$ cat config.mk
export PLATFORM = sky130hd
export DESIGN_NAME = salc_ctrl
export DESIGN_NICKNAME = d
export VERILOG_FILES = /design/src/design/salc_pkg.sv /design/src/design/salc_ctrl.sv
export SDC_FILE = /design/constraint.sdc
export NUM_CORES = 1
export LEC_CHECK = 0
export ABC_AREA = 1
export BUFFER_PORTS_ARGS = -buffer_cell sky130_fd_sc_hd__buf_2
export CAP_MARGIN = 20
export CORE_AREA = 2 2 39 41
export CTS_CLUSTER_DIAMETER = 120
export DETAILED_ROUTE_END_ITERATION = 10
export DIE_AREA = 0 0 41 43
export GPL_ROUTABILITY_DRIVEN = 0
export PLACE_DENSITY = 0.3
export SYNTH_ARGS = -nofsm -noshare
export SYNTH_HDL_FRONTEND = slang
export SYNTH_SLANG_ARGS = --single-unit
$ cat constraint.sdc
create_clock -name clk -period 0.8 [get_ports clk]
set_input_delay 0.08 -clock clk [delete_from_list [all_inputs] [get_ports clk]]
set_output_delay 0.08 -clock clk [all_outputs]
set_load 0.01 [all_outputs]
$ cat src/design/salc_pkg.sv
// ----------------------------------------------------------------------------
// salc_pkg
// Types, constants and helpers shared by the cache tag controller modules.
// ----------------------------------------------------------------------------
package salc_pkg;

	localparam int WAY_OUT_W  = 3;
	localparam int CNT_W      = 32;
	localparam int RANK_W     = 3;
	localparam int CFG_IDX_W  = 2;
	localparam int CFG_DATA_W = 4;

	// configuration register indexes
	localparam logic [CFG_IDX_W-1:0] CFG_OFFSET_BITS = 2'd0;
	localparam logic [CFG_IDX_W-1:0] CFG_INDEX_BITS  = 2'd1;
	localparam logic [CFG_IDX_W-1:0] CFG_WAYS_IN_USE = 2'd2;

	// configuration reset values
	localparam logic [CFG_DATA_W-1:0] OFFSET_BITS_RST = 4'd4;
	localparam logic [CFG_DATA_W-1:0] INDEX_BITS_RST  = 4'd6;
	localparam logic [CFG_DATA_W-1:0] WAYS_IN_USE_RST = 4'd4;

	typedef logic [CNT_W-1:0] cnt_t;

	typedef struct packed {
		logic              valid;
		logic              dirty;
		logic [RANK_W-1:0] rank;
	} meta_t;

	typedef enum logic [1:0] {
		ST_CLEAR,
		ST_IDLE,
		ST_UPDATE
	} state_t;

	typedef struct packed {
		logic req_ready;
		logic clear_wr;
		logic accept;
		logic commit;
	} cmd_t;

	typedef struct packed {
		logic req_valid;
		logic clear_last;
		logic out_free;
	} status_t;

	function automatic cnt_t sat_inc(input cnt_t v);
		return (v == '1) ? v : v + cnt_t'(1);
	endfunction

endpackage

$ cat src/design/salc_ctrl.sv
// ----------------------------------------------------------------------------
// salc_ctrl
// Controller: clearing sweep after reset, then lookup and update of one
// access at a time.
// ----------------------------------------------------------------------------
module salc_ctrl (
	input  logic              clk,
	input  logic              arst_n,
	input  salc_pkg::status_t status,
	output salc_pkg::cmd_t    cmd
);
	import salc_pkg::*;

	state_t state_q;
	state_t state_d;

	always_ff @(posedge clk or negedge arst_n) begin
		if (!arst_n) begin
			state_q <= ST_CLEAR;
		end else begin
			state_q <= state_d;
		end
	end

	always_comb begin
		state_d = state_q;
		case (state_q)
			ST_CLEAR: begin
				if (status.clear_last) state_d = ST_IDLE;
			end
			ST_IDLE: begin
				if (status.req_valid) state_d = ST_UPDATE;
			end
			ST_UPDATE: begin
				if (status.out_free) state_d = ST_IDLE;
			end
			default: begin
				state_d = ST_CLEAR;
			end
		endcase
	end

	always_comb begin
		cmd = '0;
		case (state_q)
			ST_CLEAR: begin
				cmd.clear_wr = 1'b1;
			end
			ST_IDLE: begin
				cmd.req_ready = 1'b1;
				cmd.accept    = status.req_valid;
			end
			ST_UPDATE: begin
				cmd.commit = status.out_free;
			end
			default: begin
				cmd = '0;
			end
		endcase
	end

endmodule

# --- Word-level counts from Yosys, hierarchy flattened ---
# Index checks and enable logic that the tools add are counted.
# Widths: inputs -> output; s select.
classes:
  mux: 8
  n_reduce_logical: 2
  n_eq_ne: 5
op_table:
  columns: ["op", "n"]
  rows:
  - ["$mux 2", 3]
  - ["$ne 2x2->1 const B", 3]
  - ["$pmux 2 s3", 1]
  - ["$mux 1", 4]
  - ["$reduce_and 3->1", 1]
  - ["$eq 2x1->1 const B", 1]
  - ["$eq 2x2->1 const B", 1]
  - ["$logic_not 2->1", 1]
totals:
  in_bits: 5
  elab_cells: 16
  ff_bits: 2
  output_inout_bits: 4

# --- Depth between registers and ports, before layout ---
# Gate-level depths: netlist of the first run.
logic_depth:
  word_depth: 3
  ltp_mapped: 4
  depth_no_buf: 4

# --- Worst setup path after synthesis of the first run ---
# OpenSTA, ideal clock, no wires.
synth_path:
  path_type: "reg-to-reg"
  from: "register state_q[1]"
  to: "register state_q[0]"
  path_buffers: 0
  path_slack_ns: -0.083
  arrival_time_ns: 0.764
  setup_ns: 0.119
  stages_incl_launch_ff: 5
  cell_sequence: "dfrtp_1 -> nor2_1 -> nand2_1 -> nand2_1 -> nor2_1"
synth_between:
  elab_chain_cells: 3
synth_lines:
  columns: ["element", "line_no", "source"]
  rows:
  - ["from (decl)", "salc_ctrl.sv:14", "state_t state_q;"]
  - ["from (signal assigned)", "salc_ctrl.sv:21", "state_q <= state_d;"]
  - ["$eq 2x1->1 (tied with other cells)", "salc_ctrl.sv:27", "case (state_q)"]
  - ["$ne 2x2->1 (no line)", null, null]
  - ["$reduce_and 3->1 (no line)", null, null]
# Several ways; a longest one is shown, not always the timed one.
# A chain may end at the register's enable or synchronous reset.

==> results of run 1 <==
-- worst paths after layout --
path | start | endpoint | slack (ps) | cells past startpoint
max | state_q[0]$_DFFE_PN0P_ | cmd[0] | -280 | 2
min | status[2] | state_q[1]$_DFFE_PN0P_ | 150 | 3
max reg2reg | state_q[1]$_DFFE_PN0P_ | state_q[0]$_DFFE_PN0P_ | -100 | 5
min reg2reg | state_q[1]$_DFFE_PN0P_ | state_q[0]$_DFFE_PN0P_ | 680 | 3
max in group asynchronous | arst_n | state_q[0]$_DFFE_PN0P_ | 520 | 2
min in group asynchronous | arst_n | state_q[0]$_DFFE_PN0P_ | 170 | 2
-- cell type report --
type | instances | area [um^2]
fill | 160 | 1090
timing repair buffer | 12 | 96.3
multi-input combinational | 10 | 81.3
sequential | 2 | 51.3
clock buffer | 3 | 22.5
inverter | 6 | 22.5
tap | 16 | 20.0
-- per-layer routing --
layer  vias up  wire length, um
li1         83                -
met1        72              174
met2         9              165
met3         0               46
met4         0                0
met5         -                0
-- per-stage QoR --
step                TNS (ps)  power, uW  setup WS [ps]
finish                 -1110       1180           -280
global route           -1460       1300           -315
CTS                    -1110        961           -257
detailed placement      -157        579          -76.3
global placement        -106        573          -48.9
floorplan              -45.0        415          -25.7
-- repair_timing --
item	4_1_cts	5_1_grt
endpoints found under the setup margin	6	6
endpoints found under the hold margin	2	0
hold buffers	1	0
pin swaps	1	4
resized for setup	5	10
buffers inserted	2	0
-- synth_stat cells, drive strengths merged --
cell	instances
o21ai	1
dfrtp	2
nor2	3
nand2	3
nand3	1
inv	6
nor3	1
a21oi	1
-- cells by family after synthesis --
logic type | after synthesis | synth area share [%]
buf+inv | 6 | 18.7
simple gates | 8 | 31.2
flops | 2 | 41.7
compound gates | 2 | 8.33
-- worst min-delay path, cell delays in order --
cell and delay [ps]:
buf_2 80, inv_1 60, o21ai_2 110
-- power by group through the flow --
| stage | Combinational, uW | Clock [uW] | Sequential (uW) |
|---|---|---|---|
| 6_report | 733 | 218 | 233 |
| 5_1_grt | 815 | 242 | 241 |
| 4_1_cts | 521 | 232 | 208 |
| 3_5_place_dp | 374 | 0 | 205 |
| 3_3_place_gp | 369 | 0 | 203 |
| 2_1_floorplan | 217 | 0 | 198 |
==> flow_summary.yaml, run 1 <==
yosys:
  ys_top_cells_by_area: "dfrtp_1 42%, inv_1 19%, nand2_1 9.4%, nor2_1 9.4%, nand3_2 8.3%"
  synth_area_um2: 120
  syn_avg_cell_area_um2: 6.67
  syn-num-nets: 23
  yosysSeqAreaShare_pct: 41.7
  ys_types: 8
  ys_ff_latch: 2
  yosys_warnings: 0
  synth_top_area_cell: "dfrtp_1"
  yosysTopAreaCellShare_pct: 41.7
  synthCells: 18
sta:
  rsz0062_at_grt: "yes"
  drv_slew: 0
  period_needed_ps: 1080
  finalClockSkew_ps: 3.47
  whs_ps: 147
  tightest_slew_ps: 156
  hold_violations: 0
  setup_viol_count_final: 6
  fin_ws_ps: -280
  max_slew_margin_pct: 89.6
  timing.final.crit_share_pct: 135
  max_clock_freq_mhz: 926
clocking:
  cts.sinks: 2
  numCtsBuffers: 3
  cts_tree: "done"
  clk_path_buf_depth: 2
  clkTransAtPathRegs_ps: 30
  root_buffer: "clkbuf_4"
  htree_num_levels: 1
  clkLatencyLatePin_ps: 220
worst_hold_path:
  min_path_type: "in -> reg"
setup_path:
  cp_top_family: "flip-flops"
  slowest_delay_ps: 440
  crit_type: "reg -> out"
  path_cells: "nor3_1, buf_2"
  slowest_stage: "dfrtp_2"
  required_ps: 720
  worstSetupStartpointType: "register"
  end_kind: "output port"
  cp_num_buf_inv: 1
  cp_max_fo: 4
  arrival_ps: 1000
global_route:
  grt_pass1_wl_um: 600
  grt_pass1_vias: 156
  grtUsageMet3_pct: 4.71
  met1_usage_pct: 6.09
  grt_antenna_before_repair: 0
  grt-ovfl-total: 0
  grt_usage_pct: 5.52
  grt_max_degree: 5
  grt-busiest-layer: "met2"
  met2_usage_pct: 6.56
pwr:
  ir_drop_mv: 1.30
  switching_share_pct: 39.0
  pwr-share-comb_pct: 61.9
  sequentialPowerShare_pct: 19.7
  p_leak_uw: 0.000156
  p_clk_share_pct: 18.4
  internal_power_uw: 722
  p_sw_uw: 462
  powerDensity_nw_per_um2: 4030
run_status:
  status: "finished, violations left"
  violations: "negative setup slack"
run:
  max_cap_violations: 0
route:
  vias_per_cell: 3.35
  firstDrtPassIters: 1
  vias: 164
  final_antenna_net_count: 0
  post_drt_wl_per_cell_um: 7.88
  drc: 0
  drt_iter0_markers: 0
  detail_route.wirelength_um: 386
floorplanning:
  core_um2: 1380
  io_pins: 9
  row_count: 14
  die_area_um2: 1760
  initial_core_util_pct: 8.68
  die_h_um: 43
  die_width_um: 41
layout:
  diodes: 0
  largest_reg_flops: 2
  final_common_cell: "buf_2"
  layout_common_cells: "6 x buf_2, 5 x inv_1, 5 x buf_6"
  fin_util_pct: 21.2
  stdcell_area_um2: 294
  fin_cells: 49
  top_register: "state_q"
  drive_above_1_share_pct: 69.7
  synthToLayoutAreaGrowth_pct: 145
  nets: 40
  largestRegisters: "state_q: 2 flops"
place:
  dp_hpwl_um: 259
  dpl_cell_area_um2: 190
  dp_cells: 43
  portBuffers: 8
No activity file was read; power rests on OpenSTA's default activity.
==> inputs of run 2 (changes only) <==
--- a/config.mk
+++ b/config.mk
@@ -14,6 +14,7 @@
 export DIE_AREA = 0 0 41 43
 export GPL_ROUTABILITY_DRIVEN = 0
 export PLACE_DENSITY = 0.3
+export SETUP_SLACK_MARGIN = 0.02
 export SYNTH_ARGS = -nofsm -noshare
 export SYNTH_HDL_FRONTEND = slang
 export SYNTH_SLANG_ARGS = --single-unit
==> constraint.sdc (replaced) <==
create_clock -name clk -period 0.8 [get_ports clk]
set_input_delay 0.08 -clock clk [delete_from_list [all_inputs] [get_ports clk]]
set_output_delay 0.08 -clock clk [all_outputs]
set_load 0.02 [all_outputs]
==> run 2 against run 1 <==
Effect of this change:
- the flow still finishes with violations (negative setup slack)
- largest power group unchanged
- largest cell class unchanged
- utilization is 0.18 points lower
- non-clock buffer count is 1 lower
- maximum frequency is 1.6% higher
- final cell count stayed put
- clock-buffer cell count is 1 higher
- register-to-register slack hardly changed
- final area is 0.85% lower
- via count is 7.3% lower
- routed wire length is 13% lower
- first-iteration DRC count stayed put
==> flow_summary.yaml, run 2 (same netlist as run 1, synthesis figures left out) <==
sta:
  setup_viol_count_final: 6
  period_needed_ps: 1060
  drv_slew: 0
  max_slew_margin_pct: 88.6
  fin_ws_ps: -264
  hold_violations: 0
  tightest_slew_ps: 172
  whs_ps: 162
  max_clock_freq_mhz: 940
  timing.final.crit_share_pct: 133
  rsz0062_at_grt: "yes"
  finalClockSkew_ps: 5.95
floorplanning:
  die_h_um: 43
  core_um2: 1380
  die_width_um: 41
  row_count: 14
  io_pins: 9
  die_area_um2: 1760
  initial_core_util_pct: 8.68
route:
  drt_iter0_markers: 0
  drc: 0
  detail_route.wirelength_um: 336
  post_drt_wl_per_cell_um: 6.86
  vias: 152
  firstDrtPassIters: 1
  vias_per_cell: 3.10
  final_antenna_net_count: 0
pwr:
  switching_share_pct: 43.0
  p_sw_uw: 522
  powerDensity_nw_per_um2: 4170
  pwr-share-comb_pct: 59.0
  sequentialPowerShare_pct: 19.9
  p_leak_uw: 0.000152
  power_uw: 1210
  internal_power_uw: 692
  ir_drop_mv: 1.04
  p_clk_share_pct: 21.1
global_route:
  grt_antenna_before_repair: 0
  grt_max_degree: 5
  grt-ovfl-total: 0
  grt_pass1_wl_um: 565
  grt_pass1_vias: 158
  grt_usage_pct: 5.52
place:
  portBuffers: 8
  place_ws_ps: -99.0
  dp_cells: 43
  dp_hpwl_um: 258
layout:
  drive_above_1_share_pct: 63.6
  largest_reg_flops: 2
  synthToLayoutAreaGrowth_pct: 143
  fin_util_pct: 21.1
  layout_common_cells: "4 x inv_1, 4 x buf_2, 4 x buf_6"
  diodes: 0
  nets: 39
  top_register: "state_q"
  fin_cells: 49
  largestRegisters: "state_q: 2 flops"
clocking:
  clkLatencyLatePin_ps: 230
  cts.sinks: 2
  root_buffer: "clkbuf_4"
  htree_num_levels: 1
  clk_path_buf_depth: 2
  clkTransAtPathRegs_ps: 40
  cts_tree: "done"
  numCtsBuffers: 3
setup_path:
  crit_type: "reg -> out"
  cp_max_fo: 2
  end_kind: "output port"
  slowest_delay_ps: 380
  arrival_ps: 980
  path_cells: "buf_4, nor2_4, buf_6"
  slowest_stage: "dfrtp_1"
  worstSetupStartpointType: "register"
  required_ps: 720
run_status:
  violations: "negative setup slack"
  status: "finished, violations left"
worst_hold_path:
  min_path_type: "in -> async"
run:
  max_cap_violations: 0
-- run 2: layer usage --
metal	part of all wire, %	GRT usage [%]
met1	40	5.45
met2	51	6.25
met3	8.0	1.57
met4	0	10.0
met5	0	0
-- run 2: repair_timing --
| action | CTS | global route |
|---|---|---|
| pin swaps | 2 | 0 |
| setup buffers | 0 | 1 |
| endpoints found under the hold margin | 2 | 0 |
| hold buffers | 1 | 0 |
| setup endpoints to repair | 6 | 6 |
| gates resized for setup | 9 | 0 |
-- run 2: area by class of cell --
class / instances / area (um^2)
fillers: 163 / 1090
repair buffers: 11 / 90.1
multi-input cells: 10 / 81.3
flip-flops and latches: 2 / 51.3
clock buffers: 4 / 26.3
inverters: 6 / 22.5
well taps: 16 / 20.0
-- run 2: final timing paths --
| check | startpoint | end | slack [ps] | depth (start not counted) |
|---|---|---|---|---|
| min reg2reg | state_q[1]$_DFFE_PN0P_ | state_q[0]$_DFFE_PN0P_ | 630 | 3 |
| min in group clk | status[1] | state_q[0]$_DFFE_PN0P_ | 170 | 5 |
| max in group asynchronous | arst_n | state_q[0]$_DFFE_PN0P_ | 530 | 2 |
| max | state_q[1]$_DFFE_PN0P_ | cmd[2] | -260 | 3 |
| max reg2reg | state_q[1]$_DFFE_PN0P_ | state_q[0]$_DFFE_PN0P_ | -110 | 5 |
| min | arst_n | state_q[0]$_DFFE_PN0P_ | 160 | 2 |
-- run 2: worst max-delay path, delay by kind of cell, from the launching register on --
family,cells,cell delay (ps)
flops,1,380
simple gates,1,110
buf+inv,2,270
-- run 2: metrics by stage --
step           TNS [ps]  area (um^2)
6_report          -1200          292
2_1_floorplan      -120          150
3_5_place_dp       -371          218
3_3_place_gp       -338          218
5_1_grt           -1530          292
4_1_cts           -1210          284
-- run 2: power groups by stage --
| stage | logic (uW) | registers, uW | clock network (uW) |
|---|---|---|---|
| 2_1_floorplan | 363 | 242 | 0 |
| 3_3_place_gp | 536 | 231 | 0 |
| 3_5_place_dp | 538 | 234 | 0 |
| 4_1_cts | 680 | 243 | 273 |
| 5_1_grt | 763 | 256 | 297 |
| 6_report | 716 | 242 | 257 |
